==> config.mk <==
export PLATFORM = sky130hd
export DESIGN_NAME = sm3_hash_engine_flat
export DESIGN_NICKNAME = d
export VERILOG_FILES = /design/src/rtl/core/sm3_pkg.sv /design/src/rtl/core/sm3_stream_if.sv /design/src/rtl/core/sm3_datapath.sv /design/src/rtl/core/sm3_ctrl.sv /design/src/rtl/core/sm3_hash_engine.sv /design/src/flat_wrapper.sv
export SDC_FILE = /design/constraint.sdc
export NUM_CORES = 2
export LEC_CHECK = 0
export BUFFER_PORTS_ARGS = -buffer_cell sky130_fd_sc_hd__buf_2
export CAP_MARGIN = 20
export CELL_PAD_IN_SITES_DETAIL_PLACEMENT = 2
export CELL_PAD_IN_SITES_GLOBAL_PLACEMENT = 2
export CORE_ASPECT_RATIO = 1.5
export CORE_MARGIN = 2
export CORE_UTILIZATION = 30
export CTS_CLUSTER_DIAMETER = 80
export DETAILED_ROUTE_END_ITERATION = 8
export PLACE_DENSITY = 0.6
export SLEW_MARGIN = 20
export SYNTH_ARGS = -nofsm -noshare
export SYNTH_HDL_FRONTEND = slang
export SYNTH_SLANG_ARGS = --single-unit
==> constraint.sdc <==
create_clock -name clk -period 10.3 [get_ports clk]
set_input_delay 2.06 -clock clk [delete_from_list [all_inputs] [get_ports clk]]
set_output_delay 2.06 -clock clk [all_outputs]
set_load 0.005 [all_outputs]
==> src/rtl/core/sm3_pkg.sv <==
package sm3_pkg;

	localparam logic [31:0] TJ_LOW  = 32'h79CC4519;
	localparam logic [31:0] TJ_HIGH = 32'h7A879D8A;
	localparam logic [7:0]  PAD_BYTE = 8'h80;
	localparam int unsigned WORDS = 8;
	localparam int unsigned BLOCK_WORDS = 16;
	localparam int unsigned ROUNDS = 64;

	typedef logic [31:0] word_t;
	typedef word_t [7:0] state_t;

	localparam state_t IV = '{
		32'hB0FB0E4E, 32'hE38DEE4D, 32'h163138AA, 32'hA96F30BC,
		32'hDA8A0600, 32'h172442D7, 32'h4914B2B9, 32'h7380166F
	};

	// byte source for the block register
	typedef enum logic [1:0] {
		SRC_MSG,
		SRC_PAD,
		SRC_ZERO,
		SRC_LEN
	} byte_src_t;

	// controller to datapath
	typedef struct packed {
		logic      wr_byte;
		byte_src_t src;
		logic      start_round;
		logic      round_en;
		logic      fold;
		logic      add_block_len;
		logic      latch_total;
		logic      restart;
	} dp_cmd_t;

	// datapath to controller
	typedef struct packed {
		logic [5:0] fill;
		logic [5:0] round;
	} dp_status_t;

	function automatic word_t rotl(input word_t x, input logic [4:0] n);
		logic [63:0] d;
		d = {x, x} << n;
		return d[63:32];
	endfunction

	function automatic word_t perm0(input word_t x);
		return x ^ {x[22:0], x[31:23]} ^ {x[14:0], x[31:15]};
	endfunction

	function automatic word_t perm1(input word_t x);
		return x ^ {x[16:0], x[31:17]} ^ {x[8:0], x[31:9]};
	endfunction

endpackage

==> src/rtl/core/sm3_stream_if.sv <==
interface sm3_stream_if #(parameter int unsigned W = 8);
	logic         valid;
	logic         ready;
	logic [W-1:0] data;
	modport source (output valid, output data, input ready);
	modport sink (input valid, input data, output ready);
endinterface

==> src/rtl/core/sm3_datapath.sv <==
module sm3_datapath (
	input  logic                clk,
	input  logic                arst_n,
	input  sm3_pkg::dp_cmd_t    cmd,
	input  logic [7:0]          msg_byte,
	input  logic [2:0]          out_idx,
	output sm3_pkg::dp_status_t status,
	output sm3_pkg::word_t      out_word
);
	logic [5:0]          fill_q;
	logic [5:0]          round_q;
	logic [63:0]         bit_length_q;
	logic [63:0]         total_q;
	sm3_pkg::state_t     cv_q;
	sm3_pkg::state_t     wk_q;
	sm3_pkg::state_t     wk_next;
	sm3_pkg::word_t [15:0] w_q;
	logic [7:0]          byte_in;
	sm3_pkg::word_t      a, b, c, d, e, f, g, h, a12, ss1, ss2, fv, gv, tt1, tt2, tj, wn;

	assign status.fill = fill_q;
	assign status.round = round_q;
	assign out_word = cv_q[out_idx];

	// byte mux, length bytes taken big-endian from the low fill bits
	always_comb begin
		byte_in = msg_byte;
		case (cmd.src)
			sm3_pkg::SRC_MSG:  byte_in = msg_byte;
			sm3_pkg::SRC_PAD:  byte_in = sm3_pkg::PAD_BYTE;
			sm3_pkg::SRC_ZERO: byte_in = 8'h00;
			sm3_pkg::SRC_LEN:  byte_in = total_q[8'(7 - fill_q[2:0]) * 8 +: 8];
			default:           byte_in = msg_byte;
		endcase
	end

	// one compression round, message words slide through a 16-word window
	always_comb begin
		{h, g, f, e, d, c, b, a} = wk_q;
		tj = (round_q < 6'd16) ? sm3_pkg::TJ_LOW : sm3_pkg::TJ_HIGH;
		a12 = sm3_pkg::rotl(a, 5'd12);
		ss1 = sm3_pkg::rotl(a12 + e + sm3_pkg::rotl(tj, round_q[4:0]), 5'd7);
		ss2 = ss1 ^ a12;
		if (round_q < 6'd16) begin
			fv = a ^ b ^ c;
			gv = e ^ f ^ g;
		end else begin
			fv = (a & b) | (a & c) | (b & c);
			gv = (e & f) | (~e & g);
		end
		wn = sm3_pkg::perm1(w_q[0] ^ w_q[7] ^ sm3_pkg::rotl(w_q[13], 5'd15)) ^
			sm3_pkg::rotl(w_q[3], 5'd7) ^ w_q[10];
		tt1 = fv + d + ss2 + (w_q[0] ^ w_q[4]);
		tt2 = gv + h + ss1 + w_q[0];
		wk_next = {g, sm3_pkg::rotl(f, 5'd19), e, sm3_pkg::perm0(tt2),
			c, sm3_pkg::rotl(b, 5'd9), a, tt1};
	end

	always_ff @(posedge clk or negedge arst_n) begin
		if (!arst_n) begin
			fill_q <= '0;
			round_q <= '0;
			bit_length_q <= '0;
			cv_q <= sm3_pkg::IV;
		end else begin
			if (cmd.wr_byte) fill_q <= fill_q + 6'd1;
			if (cmd.start_round) round_q <= '0;
			else if (cmd.round_en) round_q <= round_q + 6'd1;
			if (cmd.add_block_len) bit_length_q <= bit_length_q + 64'd512;
			// fold in the output of the last round
			if (cmd.fold) cv_q <= cv_q ^ wk_next;
			if (cmd.restart) begin
				fill_q <= '0;
				bit_length_q <= '0;
				cv_q <= sm3_pkg::IV;
			end
		end
	end

	// payload registers
	always_ff @(posedge clk) begin
		if (cmd.latch_total) total_q <= bit_length_q + {55'd0, fill_q, 3'd0};
		if (cmd.wr_byte) w_q[fill_q[5:2]][8'(3 - fill_q[1:0]) * 8 +: 8] <= byte_in;
		if (cmd.start_round) wk_q <= cv_q;
		else if (cmd.round_en) begin
			wk_q <= wk_next;
			w_q <= {wn, w_q[15:1]};
		end
	end
endmodule

==> src/rtl/core/sm3_ctrl.sv <==
module sm3_ctrl (
	input  logic                clk,
	input  logic                arst_n,
	input  logic                in_valid,
	input  logic                in_present,
	input  logic                in_end,
	output logic                in_ready,
	output logic                out_valid,
	input  logic                out_ready,
	output logic [2:0]          out_idx,
	input  sm3_pkg::dp_status_t status,
	output sm3_pkg::dp_cmd_t    cmd
);
	typedef enum logic [2:0] {
		S_IDLE, S_COMP, S_PAD, S_ZERO, S_LEN, S_OUT
	} state_t;

	state_t state_q;
	logic   final_q;  // message ended, pad byte still to be written
	logic   last_q;   // block now compressing holds the length
	logic   pad_q;    // block now compressing is the first of two padding blocks

	assign in_ready = (state_q == S_IDLE);
	assign out_valid = (state_q == S_OUT);

	always_comb begin
		cmd = '0;
		cmd.src = sm3_pkg::SRC_MSG;
		unique case (state_q)
			S_IDLE: begin
				if (in_valid && in_present) cmd.wr_byte = 1'b1;
				if (in_valid && in_present && status.fill == 6'd63) begin
					cmd.start_round = 1'b1;
					cmd.add_block_len = 1'b1;
				end
			end
			S_COMP: begin
				cmd.round_en = 1'b1;
				if (status.round == 6'd63) cmd.fold = 1'b1;
			end
			S_PAD: begin
				cmd.wr_byte = 1'b1;
				cmd.src = sm3_pkg::SRC_PAD;
				// first padding cycle: length from the counted bytes
				cmd.latch_total = final_q;
				if (status.fill == 6'd63) cmd.start_round = 1'b1;
			end
			S_ZERO: begin
				cmd.wr_byte = 1'b1;
				cmd.src = sm3_pkg::SRC_ZERO;
				if (status.fill == 6'd63) cmd.start_round = 1'b1;
			end
			S_LEN: begin
				cmd.wr_byte = 1'b1;
				cmd.src = sm3_pkg::SRC_LEN;
				if (status.fill == 6'd63) cmd.start_round = 1'b1;
			end
			S_OUT: if (out_ready && out_idx == 3'd7) cmd.restart = 1'b1;
			default: ;
		endcase
	end

	// state, padding flags and digest word index
	always_ff @(posedge clk or negedge arst_n) begin
		if (!arst_n) begin
			state_q <= S_IDLE;
			final_q <= 1'b0;
			last_q <= 1'b0;
			pad_q <= 1'b0;
			out_idx <= '0;
		end else begin
			unique case (state_q)
				S_IDLE: if (in_valid) begin
					if (in_present && status.fill == 6'd63) begin
						state_q <= S_COMP;
						final_q <= in_end;
						last_q <= 1'b0;
						pad_q <= 1'b0;
					end else if (in_end) begin
						state_q <= S_PAD;
						final_q <= 1'b1;
					end
				end
				S_COMP: if (status.round == 6'd63) begin
					if (last_q) begin
						state_q <= S_OUT;
						out_idx <= '0;
					end else if (final_q) state_q <= S_PAD;
					else if (pad_q) state_q <= S_ZERO;
					else state_q <= S_IDLE;
				end
				S_PAD: begin
					final_q <= 1'b0;
					if (status.fill == 6'd63) begin
						state_q <= S_COMP;
						last_q <= 1'b0;
						pad_q <= 1'b1;
					end else if (status.fill == 6'd55) state_q <= S_LEN;
					else state_q <= S_ZERO;
				end
				S_ZERO: if (status.fill == 6'd63) begin
					state_q <= S_COMP;
					last_q <= 1'b0;
					pad_q <= 1'b1;
				end else if (status.fill == 6'd55) state_q <= S_LEN;
				S_LEN: if (status.fill == 6'd63) begin
					state_q <= S_COMP;
					last_q <= 1'b1;
					pad_q <= 1'b0;
				end
				S_OUT: if (out_ready) begin
					out_idx <= out_idx + 3'd1;
					if (out_idx == 3'd7) state_q <= S_IDLE;
				end
				default: state_q <= S_IDLE;
			endcase
		end
	end

	a_len_block: assert property (@(posedge clk) disable iff (!arst_n)
		(state_q == S_LEN) |-> (status.fill >= 6'd56))
		else $error("length bytes outside tail");
	a_out_after_comp: assert property (@(posedge clk) disable iff (!arst_n)
		$rose(out_valid) |-> ($past(state_q) == S_COMP && out_idx == 3'd0))
		else $error("digest not after compression");
	a_no_accept_busy: assert property (@(posedge clk) disable iff (!arst_n)
		(state_q == S_COMP) |-> !in_ready)
		else $error("accept during compression");
endmodule

==> src/rtl/core/sm3_hash_engine.sv <==
// SM3 hash engine.
// Input channel carries one word per item: {end_of_message, byte_present, msg_byte}.
// An accepted byte goes into the block register; the 64th byte of a block starts 64
// compression rounds, one per cycle, during which no input is taken.
// A final item closes the message: the padding byte, zeros and the 64-bit
// length are written one per cycle into the block register, then compressed; a
// second block is needed when the final fill leaves fewer than 9 bytes. All 64
// rounds use one shared round unit; the block register has a one-byte write port.
// Output channel then gives eight digest words, word 0 most significant,
// last_word marks word 7. A stalled receiver holds the current word and
// the engine waits; input stays blocked until word 7 is taken, after which
// the chaining value returns to the initial vector.
// Reset clears the chaining value to the initial vector and the counters.
module sm3_hash_engine (
	input logic clk,
	input logic arst_n,
	sm3_stream_if.sink   in_ch,
	sm3_stream_if.source out_ch
);
	sm3_pkg::dp_cmd_t    cmd;
	sm3_pkg::dp_status_t status;
	logic [2:0]          out_idx;
	sm3_pkg::word_t      out_word;

	sm3_ctrl u_ctrl (
		.clk(clk), .arst_n(arst_n),
		.in_valid(in_ch.valid), .in_present(in_ch.data[8]), .in_end(in_ch.data[9]),
		.in_ready(in_ch.ready),
		.out_valid(out_ch.valid), .out_ready(out_ch.ready), .out_idx(out_idx),
		.status(status), .cmd(cmd)
	);

	sm3_datapath u_dp (
		.clk(clk), .arst_n(arst_n), .cmd(cmd), .msg_byte(in_ch.data[7:0]),
		.out_idx(out_idx), .status(status), .out_word(out_word)
	);

	assign out_ch.data = {(out_idx == 3'd7), out_idx, out_word};
endmodule

==> src/flat_wrapper.sv <==
// flat-port wrapper written by rule: the top's interface ports become plain ports
module sm3_hash_engine_flat 
  (clk, arst_n, in_ch_valid, in_ch_data, in_ch_ready, out_ch_valid, out_ch_data, out_ch_ready);
  sm3_stream_if #(.W(10)) in_ch_i ();
  sm3_stream_if #(.W(36)) out_ch_i ();
  input logic clk;
  input logic arst_n;
  input wire logic [$bits(in_ch_i.valid)-1:0] in_ch_valid;
  input wire logic [$bits(in_ch_i.data)-1:0] in_ch_data;
  output wire logic [$bits(in_ch_i.ready)-1:0] in_ch_ready;
  output wire logic [$bits(out_ch_i.valid)-1:0] out_ch_valid;
  output wire logic [$bits(out_ch_i.data)-1:0] out_ch_data;
  input wire logic [$bits(out_ch_i.ready)-1:0] out_ch_ready;
  assign in_ch_i.valid = in_ch_valid;
  assign in_ch_i.data = in_ch_data;
  assign in_ch_ready = in_ch_i.ready;
  assign out_ch_valid = out_ch_i.valid;
  assign out_ch_data = out_ch_i.data;
  assign out_ch_i.ready = out_ch_ready;
  sm3_hash_engine u_core (.clk(clk), .arst_n(arst_n), .in_ch(in_ch_i), .out_ch(out_ch_i));
endmodule
==> results.json <==
{
  "fin_area_um2": 74860,
  "clk_latency_ns": 0.84,
  "synthMuxAreaShare_pct": 12.49,
  "die_h_um": 579.8,
  "synth_top_family_by_area": "simple AND/OR/NAND/NOR gates",
  "cp_slowest_cell": "fa_1",
  "cp_max_fo": 5,
  "synth_area_per_cell_um2": 9.354,
  "hp-class": "reg2reg",
  "min_delay_path_depth": 2,
  "setup_tns_ns": 0,
  "fin_ws_ns": 0.4009,
  "finalHoldViolations": 0,
  "nets": 7315,
  "max-slew-margin-rel_pct": 18.81,
  "port_buffers": 51,
  "syn_nets": 7398,
  "yosysWarnings": 0,
  "reg2reg_depth": 37,
  "cpPeakStageDelay_ns": 0.52,
  "synth-compound-area-share_pct": 10.85,
  "core_area_um2": 219900,
  "asyncSetResetFlopFracSynth_pct": 28.60,
  "yosys.area_share.simple_pct": 14.71,
  "grt_pass1_vias": 57710,
  "via_count": 53020,
  "rows": 211,
  "rsz0062_at_grt": "no",
  "initial_utilization_pct": 30.15,
  "crit_family": "compound AO/OA/AOI/OAI gates",
  "max_cap_viol_count": 0,
  "clock_tree.buffer_depth": 4,
  "grt_pass1_wl_um": 427400,
  "final-setup-viol-count": 0,
  "critPathRequiredTime_ns": 11.01,
  "yosysSeqAreaShare_pct": 42.57,
  "synthFlopType": "dfxtp_1",
  "drc": 0,
  "yosys.area_share.adder_pct": 7.695,
  "wl_met3_um": 6672,
  "cp-start-kind": "flip-flop",
  "cts_tree": "done",
  "cts-buffers-inserted": 149,
  "drv_slew": 0,
  "clk_pin_slew_worst_paths_ns": 0.07,
  "grt_max_degree": 246,
  "die_x_um": 387.9,
  "drtIter0Drc": 2547,
  "worst_slew_pin_slew_ns": 1.212,
  "fin_crit_sh_pct": 96.11,
  "fin_skew_ns": 0.07903,
  "postCtsHoldBufs": 0,
  "ant_nets": 0,
  "rrSetupSlack_ns": 0.40,
  "drive_above_1_share_pct": 10.12,
  "grt.overflow.total": 0,
  "drt-vias-per-instance": 5.303,
  "worst-path-stages": 37,
  "wl_met2_um": 159600,
  "end_kind": "flip-flop",
  "outcome": "finished, final reports clean",
  "clock-sinks": 1161,
  "syn_area_um2": 66310,
  "synth_edf_count": 317,
  "wirelength_met1_um": 109700,
  "synth_cell_type_count": 77,
  "synth_seq_cells": 1161,
  "worstSetupPathType": "reg2reg",
  "fin_crit_ns": 9.899,
  "grtUsageTotal_pct": 26.20,
  "synth_xor_area_share_pct": 7.951,
  "dr.max_layer_used": "met5",
  "drt-pass1-iter-count": 5,
  "wl_um": 298300,
  "wl_per_cell_um": 29.84,
  "hpwl_um": 224900,
  "place_area_um2": 69970,
  "syn_inst": 7089,
  "max_freq_ghz": 0.1010,
  "antenna_found_initial": 9,
  "syn_to_final_growth_pct": 12.89,
  "critical_path_buf_inv_count": 3,
  "htreeDepth": 4,
  "crit_arrival_ns": 10.61,
  "gp_congestion": 0.9286,
  "post-place-ws_ns": -0.3254,
  "root_buffer": "clkbuf_16",
  "die_area_um2": 224900,
  "ioPinCount": 52
}
timing repair:
item,in CTS,in global routing
endpoints found under the setup margin,7,52
setup buffers,0,1
pin swaps,0,1
endpoints found under the hold margin,0,0
resized for setup,5,21
layout by cell type, fill, tap and decap left out, types with 154 or more instances in the layout:
master	Yosys	final
buf_4	1	156
o21ai_0	816	816
clkbuf_16	0	154
a21oi_1	299	297
mux2i_1	614	613
inv_1	204	203
fa_1	188	188
xor2_1	271	268
nand2_1	1508	1507
dfrtp_1	213	210
edfxtp_1	317	317
xnor2_1	310	304
nor2_1	389	385
dfxtp_1	512	512
metrics by stage:
stage / util, % / std cells / hold WS, ns
global placement: 31.81 / 9729 / 0.4311
CTS: 33.98 / 9992 / 0.4442
global route: 34.04 / 9996 / 0.4821
finish: 34.04 / 9997 / 0.4312
floorplan: - / 7089 / 0.4248
detailed placement: 31.82 / 9729 / 0.4435
routing by layer:
layer,vias to the layer above,track usage (%)
li1,23960,-
met1,27910,27.58
met4,2,16.51
met3,430,2.533
met5,-,0
met2,718,49.50
cell type report:
class / instances / area (um^2)
diodes: 4 / 10.01
clock buffers: 216 / 4287
clock inverters: 47 / 437.9
fillers: 24230 / 145100
inverters: 205 / 772.0
multi-input cells: 5269 / 35850
flip-flops and latches: 1161 / 28230
well taps: 2875 / 3597
repair buffers: 220 / 1674
cells in the mapped netlist (all sizes together) (7+ instances only):
master	n	area (um^2)
a21oi	299	1496
ha	107	1339
nand2	1508	5660
nand3	89	445.4
and4	11	98.84
nand2b	23	143.9
dfstp	119	3127
mux2	36	405.4
dfrtp	213	5330
or3	53	331.6
xor2	271	2374
a211oi	23	172.7
mux4	77	1734
inv	204	765.7
xnor2	310	2715
nor2	389	1460
o21bai	11	82.58
o22ai	12	75.07
nor3	54	275.3
o21ai	816	4084
clkbuf	421	1580
edfxtp	317	9519
and2	16	100.1
o211ai	9	67.56
dfxtp	512	10250
and3	123	769.5
o21a	14	105.1
nand4	26	162.7
o31ai	14	105.1
fa	188	3764
buf	33	130.1
a21o	43	322.8
mux2i	614	6146
or2	7	43.79
nor2b	11	68.82
a31oi	21	131.4
worst paths after layout:
kind | startpoint | end
min in group asynchronous | arst_n | u_core.u_dp.cv_q[214]$_DFFE_PN0P_
max reg2reg | u_core.u_dp.round_q[5]$_DFFE_PN0P_ | u_core.u_dp.cv_q[153]$_DFFE_PN0P_
min reg2reg | u_core.u_dp.w_q[500]$_DFF_P_ | u_core.u_dp.w_q[468]$_DFF_P_
min | u_core.u_dp.w_q[500]$_DFF_P_ | u_core.u_dp.w_q[468]$_DFF_P_
max | u_core.u_dp.round_q[5]$_DFFE_PN0P_ | u_core.u_dp.cv_q[153]$_DFFE_PN0P_
max in group asynchronous | arst_n | u_core.u_dp.bit_length_q[55]$_DFFE_PN0P_
flip-flops by register name, indices dropped and copies added (netlist names), 55 cells and up:
name and flops:
u_core.u_dp.cv_q 256, u_core.u_dp.total_q 61, u_core.u_dp.w_q 512, u_core.u_dp.bit_length_q 55
logic make-up (layout without fill, tap and decap cells):
family / count (synthesis) / in the layout
other: 0 / 4
AND/OR/NAND/NOR: 2335 / 2335
AO/OA/AOI/OAI: 1323 / 1323
XOR/XNOR: 589 / 589
flip-flops: 1161 / 1161
adder cells (fa/ha/maj): 295 / 295
buffers and inverters: 659 / 688
multiplexers: 727 / 727
worst register-to-register path: cells and delay by family (launching register included):
family	cells	cell delay, ns
compound gates	17	3.95
xor+xnor	3	1.00
fa+ha+maj	7	2.86
buf+inv	3	0.30
flops	1	0.43
mux	1	0.16
simple gates	6	1.13
Power is not shown: default switching activity piles up to over one toggle a cycle in this logic, so the estimate is an artifact.
